`src/hlmd_pkg.sv`:
```
package hlmd_pkg;

   localparam int WORD_W  = 32;
   localparam int DWORD_W = 2 * WORD_W;
   localparam int CNT_W   = $clog2(WORD_W);
   localparam int OP_W    = 4;
   localparam int REQ_W   = 2 * WORD_W;
   // read_value, writes_destination, divide_by_zero, hi_now, lo_now, padded to bytes
   localparam int RSP_USED_W = 3 * WORD_W + 2;
   localparam int RSP_W      = ((RSP_USED_W + 7) / 8) * 8;

   typedef enum logic [OP_W-1:0] {
      OP_MULT  = 4'd0,
      OP_MULTU = 4'd1,
      OP_DIV   = 4'd2,
      OP_DIVU  = 4'd3,
      OP_MADD  = 4'd4,
      OP_MADDU = 4'd5,
      OP_MSUB  = 4'd6,
      OP_MSUBU = 4'd7,
      OP_MUL   = 4'd8,
      OP_MFHI  = 4'd9,
      OP_MFLO  = 4'd10,
      OP_MTHI  = 4'd11,
      OP_MTLO  = 4'd12
   } op_type;

   // Command from the sequencer to the shift-add/subtract unit.
   typedef struct packed {
      logic start;
      logic is_div;
   } iter_ctl_type;

   // Status back from the shift-add/subtract unit.
   typedef struct packed {
      logic busy;
      logic done;
   } iter_sts_type;

endpackage

```
`src/hlmd_iter_unit.sv`:
```
module hlmd_iter_unit
   import hlmd_pkg::*;
(
   input  logic                 clock,
   input  logic                 reset,
   input  iter_ctl_type         ctl,
   input  logic [WORD_W-1:0]    a_mag,
   input  logic [WORD_W-1:0]    b_mag,
   output iter_sts_type         sts,
   output logic [DWORD_W-1:0]   result
);

   // One 33-bit adder serves both radix-2 multiply (shift right, add) and
   // restoring divide (shift left, trial subtract). The accumulator holds
   // partial product and multiplier, or remainder and quotient.
   logic [DWORD_W-1:0] acc_ff, acc_in;
   logic [WORD_W-1:0]  opnd_ff;
   logic               is_div_ff;
   logic               busy_ff, busy_in;
   logic               done_ff, done_in;
   logic [CNT_W-1:0]   count_ff, count_in;

   logic [WORD_W:0]    lhs;
   logic [WORD_W:0]    rhs;
   logic [WORD_W+1:0]  sum;

   always_comb begin
      lhs = is_div_ff ? {1'b0, acc_ff[DWORD_W-2:WORD_W-1]}
                      : {1'b0, acc_ff[DWORD_W-1:WORD_W]};
      rhs = {1'b0, opnd_ff};
      sum = {1'b0, lhs} + {1'b0, (is_div_ff ? ~rhs : rhs)} + {{(WORD_W+1){1'b0}}, is_div_ff};
   end

   always_comb begin
      acc_in   = acc_ff;
      busy_in  = busy_ff;
      done_in  = 1'b0;
      count_in = count_ff;
      if (ctl.start) begin
         acc_in   = {{WORD_W{1'b0}}, a_mag};
         busy_in  = 1'b1;
         count_in = CNT_W'(WORD_W - 1);
      end else if (busy_ff) begin
         if (is_div_ff) begin
            if (sum[WORD_W+1]) begin
               acc_in = {sum[WORD_W-1:0], acc_ff[WORD_W-2:0], 1'b1};
            end else begin
               acc_in = {acc_ff[DWORD_W-2:0], 1'b0};
            end
         end else begin
            if (acc_ff[0]) begin
               acc_in = {sum[WORD_W:0], acc_ff[WORD_W-1:1]};
            end else begin
               acc_in = {1'b0, acc_ff[DWORD_W-1:1]};
            end
         end
         count_in = count_ff - 1'b1;
         if (count_ff == '0) begin
            busy_in = 1'b0;
            done_in = 1'b1;
         end
      end
   end

   always_ff @(posedge clock) begin
      if (reset) begin
         busy_ff <= 1'b0;
         done_ff <= 1'b0;
      end else begin
         busy_ff <= busy_in;
         done_ff <= done_in;
      end
   end

   always_ff @(posedge clock) begin
      acc_ff   <= acc_in;
      count_ff <= count_in;
      if (ctl.start) begin
         opnd_ff   <= b_mag;
         is_div_ff <= ctl.is_div;
      end
   end

   assign sts.busy = busy_ff;
   assign sts.done = done_ff;
   assign result   = acc_ff;

endmodule

```
`src/hi_lo_multiply_divide_unit.sv`:
```
// Multiply, divide and multiply-accumulate pass from acceptance to the result beat
// through 32 shift-add/subtract iterations in the shared unit, one sign fix-up
// and the write-back. Moves, mul-free operations and divides by zero go straight to it.
// A new beat is taken only once the sequencer is back in idle after the previous result
// is registered, so no beat is accepted while another one is still in flight.
// Synchronous active-high reset clears HI, LO, the sequencer and the result valid.
module hi_lo_multiply_divide_unit
   import hlmd_pkg::*;
(
   input  logic              clock,
   input  logic              reset,
   input  logic              req_tvalid,
   output logic              req_tready,
   // [31:0] operand_a, [63:32] operand_b
   input  logic [REQ_W-1:0]  req_tdata,
   // [3:0] operation
   input  logic [OP_W-1:0]   req_tuser,
   output logic              rsp_tvalid,
   input  logic              rsp_tready,
   // [31:0] read_value, [32] writes_destination, [33] divide_by_zero,
   // [65:34] hi_now, [97:66] lo_now, [103:98] zero
   output logic [RSP_W-1:0]  rsp_tdata
);

   // Four states: Idle takes a request beat; Run waits for the shared iterative unit;
   // Fix applies the signs to the magnitude result; Write updates HI and LO and loads
   // the result register. Beats that skip the unit go from Idle straight to Write.
   typedef enum logic [3:0] {
      ST_IDLE  = 4'b0001,
      ST_RUN   = 4'b0010,
      ST_FIX   = 4'b0100,
      ST_WRITE = 4'b1000
   } state_type;

   state_type state_ff, state_in;

   op_type              op_ff;
   logic [WORD_W-1:0]   a_ff;
   logic                neg_lo_ff;   // product or quotient is negative
   logic                neg_hi_ff;   // remainder takes the sign of the dividend
   logic                dbz_ff;
   logic [DWORD_W-1:0]  res_ff, res_in;
   logic [WORD_W-1:0]   hi_ff, hi_in, lo_ff, lo_in;
   logic                rsp_valid_ff, rsp_valid_in;
   logic [RSP_W-1:0]    rsp_data_ff, rsp_data_in;

   // Decode of the incoming beat.
   op_type              req_op;
   logic [WORD_W-1:0]   req_a, req_b;
   logic                req_signed, req_mul_class, req_div_class, req_b_zero;
   logic                neg_a, neg_b, go_run, accept;
   logic [WORD_W-1:0]   a_mag, b_mag;

   iter_ctl_type        iter_ctl;
   iter_sts_type        iter_sts;
   logic [DWORD_W-1:0]  iter_result;

   logic                write_fire;
   logic [WORD_W-1:0]   read_value;
   logic                writes_dest;

   assign req_tready = (state_ff == ST_IDLE);
   assign accept     = req_tvalid && req_tready;

   always_comb begin
      req_op = op_type'(req_tuser);
      req_a  = req_tdata[WORD_W-1:0];
      req_b  = req_tdata[REQ_W-1:WORD_W];
      req_signed = (req_op == OP_MULT) || (req_op == OP_DIV) || (req_op == OP_MADD) ||
                   (req_op == OP_MSUB) || (req_op == OP_MUL);
      req_div_class = (req_op == OP_DIV) || (req_op == OP_DIVU);
      req_mul_class = (req_op == OP_MULT) || (req_op == OP_MULTU) ||
                      (req_op == OP_MADD) || (req_op == OP_MADDU) ||
                      (req_op == OP_MSUB) || (req_op == OP_MSUBU) || (req_op == OP_MUL);
      req_b_zero = (req_b == '0);
      neg_a = req_signed && req_a[WORD_W-1];
      neg_b = req_signed && req_b[WORD_W-1];
      // The most negative word maps onto itself, which is its correct magnitude
      // when read as unsigned.
      a_mag = neg_a ? (WORD_W'(0) - req_a) : req_a;
      b_mag = neg_b ? (WORD_W'(0) - req_b) : req_b;
      go_run = req_mul_class || (req_div_class && !req_b_zero);
   end

   assign iter_ctl.start  = accept && go_run;
   assign iter_ctl.is_div = req_div_class;

   hlmd_iter_unit u_iter (
      .clock  (clock),
      .reset  (reset),
      .ctl    (iter_ctl),
      .a_mag  (a_mag),
      .b_mag  (b_mag),
      .sts    (iter_sts),
      .result (iter_result)
   );

   // A result beat may only be loaded once the previous one has gone.
   assign write_fire = (state_ff == ST_WRITE) && (!rsp_valid_ff || rsp_tready);

   always_comb begin
      state_in = state_ff;
      unique case (state_ff)
         ST_IDLE: begin
            if (accept) begin
               state_in = go_run ? ST_RUN : ST_WRITE;
            end
         end
         ST_RUN: begin
            if (iter_sts.done) begin
               state_in = ST_FIX;
            end
         end
         ST_FIX: begin
            state_in = ST_WRITE;
         end
         ST_WRITE: begin
            if (write_fire) begin
               state_in = ST_IDLE;
            end
         end
         default: begin
            state_in = ST_IDLE;
         end
      endcase
   end

   // Sign fix-up: the divide result carries the remainder in the upper word and
   // the quotient in the lower word, each negated on its own.
   always_comb begin
      res_in = res_ff;
      if (state_ff == ST_FIX) begin
         if ((op_ff == OP_DIV) || (op_ff == OP_DIVU)) begin
            res_in[DWORD_W-1:WORD_W] = neg_hi_ff ?
               (WORD_W'(0) - iter_result[DWORD_W-1:WORD_W]) : iter_result[DWORD_W-1:WORD_W];
            res_in[WORD_W-1:0] = neg_lo_ff ?
               (WORD_W'(0) - iter_result[WORD_W-1:0]) : iter_result[WORD_W-1:0];
         end else begin
            res_in = neg_lo_ff ? (DWORD_W'(0) - iter_result) : iter_result;
         end
      end
   end

   // Write-back of HI and LO and the value for the general register.
   always_comb begin
      logic [DWORD_W-1:0] hilo;
      logic [DWORD_W-1:0] hilo_new;
      hilo        = {hi_ff, lo_ff};
      hilo_new    = hilo;
      read_value  = '0;
      writes_dest = 1'b0;
      unique case (op_ff)
         OP_MULT, OP_MULTU: begin
            hilo_new = res_ff;
         end
         OP_DIV, OP_DIVU: begin
            if (!dbz_ff) begin
               hilo_new = res_ff;
            end
         end
         OP_MADD, OP_MADDU: begin
            hilo_new = hilo + res_ff;
         end
         OP_MSUB, OP_MSUBU: begin
            hilo_new = hilo - res_ff;
         end
         OP_MUL: begin
            read_value  = res_ff[WORD_W-1:0];
            writes_dest = 1'b1;
            hilo_new    = '0;
         end
         OP_MFHI: begin
            read_value  = hi_ff;
            writes_dest = 1'b1;
         end
         OP_MFLO: begin
            read_value  = lo_ff;
            writes_dest = 1'b1;
         end
         OP_MTHI: begin
            hilo_new[DWORD_W-1:WORD_W] = a_ff;
         end
         OP_MTLO: begin
            hilo_new[WORD_W-1:0] = a_ff;
         end
         default: begin
            hilo_new = hilo;
         end
      endcase
      hi_in = hilo_new[DWORD_W-1:WORD_W];
      lo_in = hilo_new[WORD_W-1:0];
      rsp_data_in = {{(RSP_W - RSP_USED_W){1'b0}}, lo_in, hi_in, dbz_ff, writes_dest,
                     read_value};
   end

   assign rsp_valid_in = write_fire || (rsp_valid_ff && !rsp_tready);

   always_ff @(posedge clock) begin
      if (reset) begin
         state_ff     <= ST_IDLE;
         hi_ff        <= '0;
         lo_ff        <= '0;
         rsp_valid_ff <= 1'b0;
      end else begin
         state_ff     <= state_in;
         rsp_valid_ff <= rsp_valid_in;
         if (write_fire) begin
            hi_ff <= hi_in;
            lo_ff <= lo_in;
         end
      end
   end

   always_ff @(posedge clock) begin
      res_ff <= res_in;
      if (accept) begin
         op_ff     <= req_op;
         a_ff      <= req_a;
         neg_lo_ff <= neg_a ^ neg_b;
         neg_hi_ff <= neg_a;
         dbz_ff    <= req_div_class && req_b_zero;
      end
      if (write_fire) begin
         rsp_data_ff <= rsp_data_in;
      end
   end

   assign rsp_tvalid = rsp_valid_ff;
   assign rsp_tdata  = rsp_data_ff;

   // The shared unit only runs while the sequencer is waiting for it.
   a_busy_in_run: assert property (@(posedge clock) disable iff (reset)
      iter_sts.busy |-> (state_ff == ST_RUN))
      else $error("iterative unit busy outside the run state");

   a_done_in_run: assert property (@(posedge clock) disable iff (reset)
      iter_sts.done |-> (state_ff == ST_RUN))
      else $error("iterative unit finished outside the run state");

   // An accepted beat always leaves the idle state.
   a_accept_leaves_idle: assert property (@(posedge clock) disable iff (reset)
      accept |=> (state_ff != ST_IDLE))
      else $error("request beat accepted but sequencer stayed idle");

   // A divide by zero must leave HI and LO untouched.
   a_dbz_keeps_hilo: assert property (@(posedge clock) disable iff (reset)
      (write_fire && dbz_ff) |=> ($stable(hi_ff) && $stable(lo_ff)))
      else $error("divide by zero changed HI or LO");

endmodule
```
`config.mk`:
```
export PLATFORM = sky130hd
export DESIGN_NAME = hi_lo_multiply_divide_unit
export DESIGN_NICKNAME = d
export VERILOG_FILES = /design/src/hlmd_pkg.sv /design/src/hlmd_iter_unit.sv /design/src/hi_lo_multiply_divide_unit.sv
export SDC_FILE = /design/constraint.sdc
export NUM_CORES = 1
export LEC_CHECK = 0
export BUFFER_PORTS_ARGS = -buffer_cell sky130_fd_sc_hd__buf_2
export CORE_ASPECT_RATIO = 2
export CORE_MARGIN = 10
export CORE_UTILIZATION = 40
export DETAILED_ROUTE_END_ITERATION = 8
export GPL_TIMING_DRIVEN = 0
export SLEW_MARGIN = 20
export SYNTH_ARGS = -nofsm -noshare
export SYNTH_HDL_FRONTEND = slang
export SYNTH_SLANG_ARGS = --single-unit
```
`constraint.sdc`:
```
create_clock -name clock -period 8.8 [get_ports clock]
set_clock_uncertainty 0.2 [all_clocks]
set_input_delay 0.88 -clock clock [delete_from_list [all_inputs] [get_ports clock]]
set_output_delay 0.88 -clock clock [all_outputs]
set_load 0.03 [all_outputs]
```
== Word-level counts from Yosys, hierarchy flattened ==
Cells that the tools add are included.

* Add/subtract/negate cells: 10
* Equal/unequal tests: 27
* Mux-type cells: 27
* Bitwise gates (word level): 3
* Reductions and logical operators: 38

{| class="wikitable"
|+ Operators by type and width
! operator !! number
|-
| 2-to-1 mux 64 bit || 6
|-
| case mux 32 bit (6 select lines) || 2
|-
| 2-to-1 mux 32 bit || 7
|-
| subtractor 1 x 32 -> 32 bit, first input constant || 4
|-
| case mux 32 bit (3 select lines) || 1
|-
| adder 64 bit || 1
|-
| subtractor 1 x 64 -> 64 bit, first input constant || 1
|-
| subtractor 64 bit || 1
|-
| equality test 4 x 3 -> 1 bit, second input constant || 9
|-
| adder 33 x 33 -> 34 bit || 1
|-
| adder 34 x 1 -> 34 bit || 1
|-
| 2-to-1 mux 33 bit || 1
|-
| NOT 32 -> 33 bit || 1
|-
| logical NOT 32 bit || 1
|-
| equality test 4 bit, second input constant || 7
|-
| equality test 4 x 2 -> 1 bit, second input constant || 5
|-
| 2-to-1 mux 4 bit || 4
|-
| case mux 4 bit (4 select lines) || 1
|-
| logical OR 1 bit || 15
|-
| equality test 4 x 1 -> 1 bit, second input constant || 3
|-
| logical AND 1 bit || 8
|-
| logical NOT 4 bit || 2
|-
| OR reduction 2 bit || 4
|-
| OR reduction 3 bit || 2
|-
| other kinds (10) || 17
|}

* Register bits: 374
* Output and inout port bits: 106
* Word-level logic and storage cells: 123

== Depth between registers and ports, before layout ==
Gate-level depths: netlist (run 1).

* Word-level depth: 11
* Mapped depth: 19
* Depth with buffers taken out: 16

== Hierarchy ==
From an unflattened synthesis (run 1), not the netlist that was laid out.

* Cell total of the unflattened synthesis: 3482
* Area total of the unflattened synthesis: 29450.7 µm²

{| class="wikitable"
|+ Modules (own cells, without submodules)
! module !! instances !! cells each !! area each (µm²) !! seq. area each (µm²)
|-
| hi_lo_multiply_divide_unit || 1 || 2689 || 22061.2 || 7417.1
|-
| hlmd_iter_unit || 1 || 793 || 7389.6 || 2732.6
|}

== Worst setup path before layout (run 1) ==
Ideal clock, no wire load.

* Path kind: register to register
* Start: register state_ff[3]
* End: register state_ff[0]
* Data arrival time: 8.018 ns
* Data required time: 8.470 ns
* Path slack: 0.451 ns
* Cell stages (with the launch flop): 4
* Path buffers: 0
* Clock period less this slack: 8.349 ns
* Path through: dfxtp_1 -> nor4b_1 -> nor4_1 -> or3_1

* Word-level cells in the longest chain between the ends: 4
* Elaborated cells between the ends (all ways): 11
* Those cells by class: eq/ne (7); mux (1); reduce/logical (3)

{| class="wikitable"
|+ RTL lines
! item !! RTL line !! source
|-
| start: declaration || hi_lo_multiply_divide_unit.sv:35 || <nowiki>state_type state_ff, state_in;</nowiki>
|-
| start signal: assignment || hi_lo_multiply_divide_unit.sv:205 || <nowiki>state_ff <= state_in;</nowiki>
|-
| equality test 4 bit / equality test 4 x 1 -> 1 bit (equally long branches) || hi_lo_multiply_divide_unit.sv:99, hi_lo_multiply_divide_unit.sv:103, hi_lo_multiply_divide_unit.sv:62 ||
|-
| logical AND 1 bit (on tied branches) || hi_lo_multiply_divide_unit.sv:99, hi_lo_multiply_divide_unit.sv:63 ||
|-
| inequality test 2 bit (no source line) / inequality test 2 x 1 -> 1 bit (equally long branches) || - ||
|-
| AND reduction 3 bit (no source line) || - ||
|}

Several ways; a longest one is shown, not always the timed one.
A chain may end at the register's enable or synchronous reset.

== Final worst setup path (run 1) ==
* Start: register u_iter.is_div_ff
* End: register u_iter.acc_ff[60] (netlist: u_iter.result[60])

* Word-level cells in the longest chain between the ends: 5
* Elaborated cells between the ends (all ways): 7
* Those cells by class: add/sub (2); mux (5)

{| class="wikitable"
|+ RTL lines
! item !! RTL line !! source
|-
| start: declaration || hlmd_iter_unit.sv:18 || <nowiki>logic is_div_ff;</nowiki>
|-
| start signal: assignment || hlmd_iter_unit.sv:80 || <nowiki>is_div_ff <= ctl.is_div;</nowiki>
|-
| 2-to-1 mux 32 bit / 2-to-1 mux 33 bit (equally long branches) || hlmd_iter_unit.sv:28, hlmd_iter_unit.sv:31 ||
|-
| adder 33 x 33 -> 34 bit || hlmd_iter_unit.sv:31 || <nowiki>sum = {1'b0, lhs} + {1'b0, (is_div_ff ? ~rhs : rhs)} + {{(WORD_W+1){1'b0}}, is_div_ff};</nowiki>
|-
| adder 34 x 1 -> 34 bit || hlmd_iter_unit.sv:31 ||
|-
| 2-to-1 mux 64 bit (on tied branches) || hlmd_iter_unit.sv:51, hlmd_iter_unit.sv:45 ||
|-
| 2-to-1 mux 64 bit * || hlmd_iter_unit.sv:44 || <nowiki>if (is_div_ff) begin</nowiki>
|-
| end signal: assignment || hlmd_iter_unit.sv:76 || <nowiki>acc_ff <= acc_in;</nowiki>
|-
| end: declaration || hlmd_iter_unit.sv:16 || <nowiki>logic [DWORD_W-1:0] acc_ff, acc_in;</nowiki>
|}

Every way passes the cells marked *; elsewhere a longest branch is shown, timed or not.

==> results of run 1 <==
## flip-flops by register name, summed over array words and instances (netlist names), 4 cells and up
signal           cells
a_ff                32
hi_ff               32
lo_ff               32
op_ff                4
res_ff              64
rsp_tdata           98
state_ff             4
u_iter.count_ff      5
u_iter.opnd_ff      32
u_iter.result       64
## metrics by stage
step | util [%] | hold WS, ns | std cells | total power, W | setup WS, ns
global placement | 43.1 | 0.233 | 4483 | 0.00460 | -3.08
global route | 45.4 | 0.263 | 4572 | 0.00678 | 1.08
floorplan | - | 0.215 | 3396 | 0.00377 | 0.451
CTS | 45.3 | 0.251 | 4571 | 0.00647 | 1.69
finish | 45.4 | 0.251 | 4575 | 0.00654 | 1.11
detailed placement | 43.4 | 0.244 | 4498 | 0.00462 | 1.71
## routing by layer
layer | share of wire [%] | wire, um | vias up
met3 | 6.1 | 9270 | 650
met1 | 30 | 45900 | 13800
li1 | - | - | 12900
met5 | 0.061 | 93 | -
met4 | 12 | 17800 | 12
met2 | 52 | 80000 | 1402
## area by class of cell
| class | count | area [um^2] | area share [%] |
|---|---|---|---|
| sequential | 374 | 10100 | 31.2 |
| clock inverter | 29 | 353 | 1.08 |
| timing repair buffer | 187 | 1020 | 3.12 |
| tap | 916 | 1150 | 3.52 |
| inverter | 165 | 619 | 1.90 |
| buffer | 227 | 912 | 2.80 |
| antenna | 3 | 7.51 | 0.0231 |
| multi-input combinational | 2630 | 17300 | 53.2 |
| clock buffer | 44 | 1030 | 3.15 |
## worst max-delay path by stage
stage	start	end	slack, ns
global route	u_iter.is_div_ff$_DFFE_PP_	u_iter.result[60]$_SDFFE_PP0P_	1.08
floorplan	state_ff[3]$_SDFFE_PP0P_	state_ff[0]$_SDFFE_PP1P_	0.45
detailed placement	u_iter.is_div_ff$_DFFE_PP_	u_iter.result[60]$_SDFFE_PP0P_	1.71
finish	u_iter.is_div_ff$_DFFE_PP_	u_iter.result[60]$_SDFFE_PP0P_	1.11
CTS	u_iter.is_div_ff$_DFFE_PP_	u_iter.result[60]$_SDFFE_PP0P_	1.69
global placement	state_ff[2]$_SDFFE_PP0P_	state_ff[0]$_SDFFE_PP1P_	-3.08
## tightest hold or removal path: cells and delay by family (launching register included)
kind | cells | cell delay [ns]
simple gates | 2 | 0.09
flops | 1 | 0.31
## cell usage in the layout (no fill, tap or decap), types with 77 or more instances in the layout
cell and n:
xor2_1 87, inv_1 162, mux2i_1 106, a21oi_1 340, nor3_1 77, xnor2_1 163, ha_1 163, buf_2 192
dfxtp_1 108, nor2_1 363, clkbuf_1 187, edfxtp_1 266, o21ai_0 255, nand2_1 267
## power groups by stage
stage | combinational (W) | sequential (W) | clock [W]
floorplan | 0.00155 | 0.00221 | 0
CTS | 0.00237 | 0.00222 | 0.00188
global route | 0.00260 | 0.00223 | 0.00194
detailed placement | 0.00236 | 0.00226 | 0
finish | 0.00244 | 0.00223 | 0.00187
global placement | 0.00234 | 0.00226 | 0
## cell families after synthesis
logic type               synth area share [%]
AO/OA/AOI/OAI                            24.1
flip-flops                               35.1
AND/OR/NAND/NOR                          15.6
other                                  0.0130
adder cells (fa/ha/maj)                  7.27
XOR/XNOR                                 7.58
buffers and inverters                    5.22
multiplexers                             5.11
==> summary.md, run 1 <==
| Metric | Value |
|---|---|
| Hold Fails Final Rpt | `0` |
| Crit-path max FO | `10` |
| Post-Syn Area | `28,900 um^2` |
| Vias per cell | `6.28` |
| VDD IR max | `0.209 mV` |
| Hold WC Path Type | `reg -> reg` |
| Most frequent cell after synthesis | `nor2_1` |
| Die Height | `400 um` |
| Ys async rst share | `0%` |
| Drt total wl | `153,000 um` |
| PwrDens | `201 nW/um^2` |
| Worst r2r src | `u_iter.is_div_ff$_DFFE_PP_` |
| Min-delay src | `u_iter.done_ff$_SDFF_PP0_` |
| CTS buffer count | `40` |
| Top_reg_cell synth | `edfxtp_1` |
| Setup crit end kind | `flip-flop` |
| Layout Nets | `3,863` |
| Initial drt markers | `2,530` |
| Vias in the first global route | `29,200` |
| Worst-path clk slew | `0.07 ns` |
| Die W | `210 um` |
| Site row count | `139` |
| Root Buffer | `clkbuf_16` |
| Crit path largest cell delay | `0.84 ns` |
| Worst-margin pin slew | `1.27 ns` |
| Drc violations | `0` |
| Post-synth top area share | `27.6%` |
| Hold-critical path depth | `2` |
| IO Pins | `178` |
| Max-Slew Margin vs Limit | `15.5%` |
| Share of cells above drive strength 1 | `9.90%` |
| Post-synth EDFFs | `266` |
| Largest net degree at the start of global routing | `48` |
| Yosys warns | `0` |
| Post-DP HPWL | `123,000 um` |
| CP max stage cell | `a31oi_2` |
| CTS tree | `built` |
| Outcome | `finished, final reports clean` |
| Reg2reg setup slack | `1.11 ns` |
| Hold-fix buffers at CTS | `0` |
| Combinational power share | `37.4%` |
| Crit start category | `flip-flop` |
| Reg2reg path depth | `18` |
| Area leader, netlist | `edfxtp_1` |
| Crit Path Class | `reg -> reg` |
| Later-pin clock latency in the skew report | `0.61 ns` |
| CP delay by family, top | `compound AO/OA/AOI/OAI gates` |
| Met2 global-route usage | `65.7%` |
| # clock sinks | `374` |
| Final setup viols | `0` |
| Met1 Use GR | `30.6%` |
| Cell Int Power | `0.00394 W` |
| GR Overflow Total | `0` |
| Longest Clk Path Bufs | `3` |
| Synth-to-Final Area Change | `12.6%` |
| Most used cell, CP | `clkbuf_1` |
| Switching pwr | `0.00260 W` |
| Core Area | `71,700 um^2` |
| Buffers on Ports | `171` |
| Total GRT Usage | `35.3%` |
| Post-CTS Setup Inserts | `0` |
| Final period util | `87.4%` |
| Sequential power share | `34.1%` |
| Final Max Slew Viols | `0` |
| Avg Inst Size Synth | `8.52 um^2` |
| CP Cell Sequence | `clkbuf_1 -> clkbuf_1 -> clkbuf_1 -> xnor2_1 -> inv_1 -> ha_1 -> a31oi_1 -> a21oi_1 -> o2111ai_1 -> nand2_1 -> a211oi_1 -> o21ai_0 -> a31oi_2 -> buf_2 -> nand2_1 -> o21ai_0 -> a21oi_1 -> a22o_1` |
| Initial core utilization | `40.3%` |
| Worst Hold End | `state_ff[2]$_SDFFE_PP0P_` |
| Total leakage power | `12.9 nW` |
| Stages on the worst setup path | `18` |
| Global-route wire length before repair | `211,000 um` |
| Worst EP required | `9.10 ns` |
| Number of fill cells | `7,355` |
| RR Endpoint | `u_iter.result[60]$_SDFFE_PP0P_` |
| Tmin final | `7.69 ns` |
| Fmax | `130 MHz` |
| Post-DP Area | `31,100 um^2` |
| Sequential share of the synthesized area | `35.1%` |
| Clock network fraction of total power | `28.6%` |
| Htree depth | `2` |
| Synthesized instance count | `3,391` |
| Worst Path Buf+Inv | `5` |
| Most used routing layer | `met2` |
| Synth Register Bits | `374` |
| Die area | `84,000 um^2` |
| Synth unique cells | `89` |
| Commonest cells post-synth | `nor2_1 (364), a21oi_1 (340), nand2_1 (267), edfxtp_1 (266), o21ai_0 (256)` |
| TNS Setup | `0 ns` |
| Routing usage on met3 | `6.57%` |
| Max-cap viol count | `0` |
| Final cell area excluding filler cells | `32,500 um^2` |
| Vias post-DR | `28,700` |
| WL/cell | `33.5 um` |
| GPL Wtd Cong | `1.07` |
| Top cells by area, synth | `edfxtp_1 (28%), dfxtp_1 (7.5%), ha_1 (7.1%)` |
| Post-CTS Resized | `0` |
| CP arrival | `7.99 ns` |
| First drt pass iteration count | `8` |
| Antenna violations before repair | `7` |
| ANT nets after route | `0` |
| RSZ-0062 raised after global routing | `false` |
| Switching portion of total power | `39.7%` |
No activity file was read; power rests on OpenSTA's default activity.
==> inputs of run 2 (changes only) <==
Settings changed: CORE_MARGIN 10 to 1.
==> run 2 against run 1 <==
Compared with the run above:
- utilization shrank 0.11 points
- final cell count grew 0.11%
- clock power shrank 8%
- worst setup slack lost 0.75 ns
- critical path depth is the same
- count of clock-buffer cells in the layout grew 7
- combinational power grew 2%
- routed wire length grew 2.8%
- critical path type unchanged
- critical endpoint unchanged
- largest power group unchanged
==> summary.md, run 2 (synthesis gave the netlist of run 1 again) <==
| Metric | Value |
|---|---|
| Most common cell after layout, fill and taps aside | `nor2_1` |
| CP max stage cell | `a31oi_2` |
| Most frequent cells in the layout | `nor2_1 (363), a21oi_1 (340), nand2_1 (267), edfxtp_1 (266), o21ai_0 (255)` |
| IO Pins | `178 (unchanged)` |
| Post-CTS Resized | `0 (unchanged)` |
| Post-DP Area | `31,200 um^2 (+0.19%)` |
| Final cell area excluding filler cells | `32,500 um^2 (-0.24%)` |
| Tmin final | `8.45 ns (+0.751 ns)` |
| Stages on the worst setup path | `18 (unchanged)` |
| Die area | `73,400 um^2 (-13%)` |
| Htree depth | `2 (unchanged)` |
| CTS buffer count | `40 (unchanged)` |
| Synth-to-Final Area Change | `12.3%` |
| CP arrival | `8.74 ns (+0.75 ns)` |
| Layout Nets | `3,865 (+0.052%)` |
| Hold Fails Final Rpt | `0 (unchanged)` |
| PwrDens | `198 nW/um^2 (-1.6%)` |
| CP Cell Sequence | `clkbuf_1 -> clkbuf_1 -> clkbuf_1 -> xnor2_1 -> inv_1 -> ha_1 -> a31oi_1 -> a21oi_1 -> o2111ai_1 -> nand2_1 -> a211oi_1 -> o21ai_0 -> a31oi_2 -> buf_2 -> nand2_1 -> o21ai_0 -> a21oi_1 -> a22o_1` |
| Max-Slew Margin vs Limit | `11.7% (-3.7 points)` |
| Post-CTS Setup Inserts | `0 (unchanged)` |
| RSZ-0062 raised after global routing | `false` |
| Worst-margin pin slew | `1.32 ns (+0.0560 ns)` |
| Initial drt markers | `2,286 (-9.6%)` |
| Final setup viols | `0 (unchanged)` |
| Worst EP required | `9.09 ns (about the same)` |
| Core Util, Final | `45.3% (-0.11 points)` |
| Final period util | `96.0% (+8.5 points)` |
| Max-cap viol count | `0 (unchanged)` |
| Largest net degree at the start of global routing | `54 (+13%)` |
| WL/cell | `34.3 um (+2.7%)` |
| CP delay by family, top | `compound AO/OA/AOI/OAI gates` |
| # clock sinks | `374 (unchanged)` |
| Fmax | `118 MHz (-8.9%)` |
| TNS Setup | `0 ns (unchanged)` |
| Share of cells above drive strength 1 | `9.87% (-0.033 points)` |
| Later-pin clock latency in the skew report | `0.61 ns (about the same)` |
| Pwr Total | `0.00642 W (-1.8%)` |
| Drc violations | `0 (unchanged)` |
| VDD IR max | `0.193 mV (-8.0%)` |
| Hold WC Path Type | `reg -> reg` |
| Final Max Slew Viols | `0 (unchanged)` |
| Min-delay src | `u_iter.done_ff$_SDFF_PP0_` |
| Crit path largest cell delay | `0.96 ns (+0.12 ns)` |
| Setup crit end kind | `flip-flop` |
| Core Area | `71,700 um^2 (unchanged)` |
| Worst hold slack | `0.239 ns (-0.0111 ns)` |
| Switching pwr | `0.00262 W (+0.82%)` |
| Total leakage power | `12.9 nW (-0.35%)` |
| Crit Path Class | `reg -> reg` |
| Vias per cell | `6.37 (+1.4%)` |
| Number of fill cells | `7,350 (-0.068%)` |
| Antenna violations before repair | `7 (unchanged)` |
| CTS tree | `built` |
| Drt total wl | `157,000 um (+2.8%)` |
| Most used cell, CP | `clkbuf_1` |
| Hold-critical path depth | `2 (unchanged)` |
| Switching portion of total power | `40.8% (+1.1 points)` |
| Longest Clk Path Bufs | `3 (unchanged)` |
| Cell Int Power | `0.00380 W (-3.6%)` |
| Worst r2r src | `u_iter.is_div_ff$_DFFE_PP_` |
| Vias in the first global route | `30,100 (+2.9%)` |
| Clock network fraction of total power | `26.7% (-1.9 points)` |
| Crit-path max FO | `10 (unchanged)` |
| Crit path launch | `u_iter.is_div_ff$_DFFE_PP_` |
| Root Buffer | `clkbuf_16` |
| Site row count | `139 (unchanged)` |
| GR Overflow Total | `0 (unchanged)` |
| Worst-path clk slew | `0.06 ns (about the same)` |
| Die W | `192 um (-8.6%)` |
| ANT nets after route | `0 (unchanged)` |
| Die Height | `382 um (-4.5%)` |
| Hold-fix buffers at CTS | `0 (unchanged)` |
| Post-DP HPWL | `127,000 um (+3.3%)` |
| GPL Wtd Cong | `1.08 (+0.44%)` |
| Outcome | `finished, final reports clean` |
| Flip-flop count of the largest register, all copies and words added | `98 (unchanged)` |
| Worst Path Buf+Inv | `5 (unchanged)` |
| Total GRT Usage | `42.6% (+7.3 points)` |
| Global-route wire length before repair | `217,000 um (+2.4%)` |
| First drt pass iteration count | `9 (+1)` |
| Combinational power share | `38.6% (+1.2 points)` |
| Vias post-DR | `29,200 (+1.6%)` |
| Crit start category | `flip-flop` |
| Reg2reg path depth | `18 (unchanged)` |
| Buffers on Ports | `171 (unchanged)` |
| Initial core utilization | `40.3% (unchanged)` |
| Sequential power share | `34.7% (+0.6 points)` |
==> run 2: cell count changes in the layout (fill, tap and decap cells not counted), sizes merged <==
cell      before  now
bufinv         6    0
buf          213  218
clkbuf       245  249
diode          3    6
clkinv        14   16
inv          170  168
clkinvlp       4    3
==> run 2: worst paths after layout <==
check / to / slack [ns]
setup / recovery: u_iter.result[60]$_SDFFE_PP0P_ / 0.35
hold / removal: state_ff[2]$_SDFFE_PP0P_ / 0.24
setup reg to reg: u_iter.result[60]$_SDFFE_PP0P_ / 0.35
hold reg to reg: state_ff[2]$_SDFFE_PP0P_ / 0.24
==> run 2: final cells by class <==
class | instances | area, um^2 | share of cell area, %
well taps | 916 | 1150 | 3.53
clock inverters | 22 | 156 | 0.482
inverters | 165 | 619 | 1.91
diodes | 6 | 15.0 | 0.0463
clock buffers | 51 | 1090 | 3.37
multi-input cells | 2630 | 17300 | 53.3
repair buffers | 189 | 1050 | 3.25
flip-flops and latches | 374 | 10100 | 31.3
plain buffers | 227 | 910 | 2.80
==> run 2: power groups by stage <==
stage | Clock (W) | Sequential (W) | Combinational, W
after floorplan | 0 | 0.00221 | 0.00155
final | 0.00172 | 0.00223 | 0.00248
after global routing | 0.00179 | 0.00224 | 0.00261
after detailed placement | 0 | 0.00226 | 0.00239
after CTS | 0.00173 | 0.00222 | 0.00239
after global placement | 0 | 0.00226 | 0.00236
==> run 2: metal layers <==
layer | routed length, um | global-route usage [%]
met5 | 29 | 0
met4 | 21000 | 48.0
met3 | 9050 | 8.73
met1 | 46800 | 36.1
met2 | 80400 | 76.5
==> run 2: tightest hold or removal path, cell delays in order, from the launching register on <==
cell and delay, ns:
dfxtp_1 0.31, nand2_1 0.05, nor3_1 0.04
==> run 2: stage by stage <==
| step | instances | worst slack, ns |
|---|---|---|
| after floorplan | 3396 | 0.451 |
| after global placement | 4483 | -3.09 |
| after detailed placement | 4500 | 1.07 |
| after CTS | 4573 | 1.04 |
| after global routing | 4576 | 0.554 |
| final | 4580 | 0.354 |
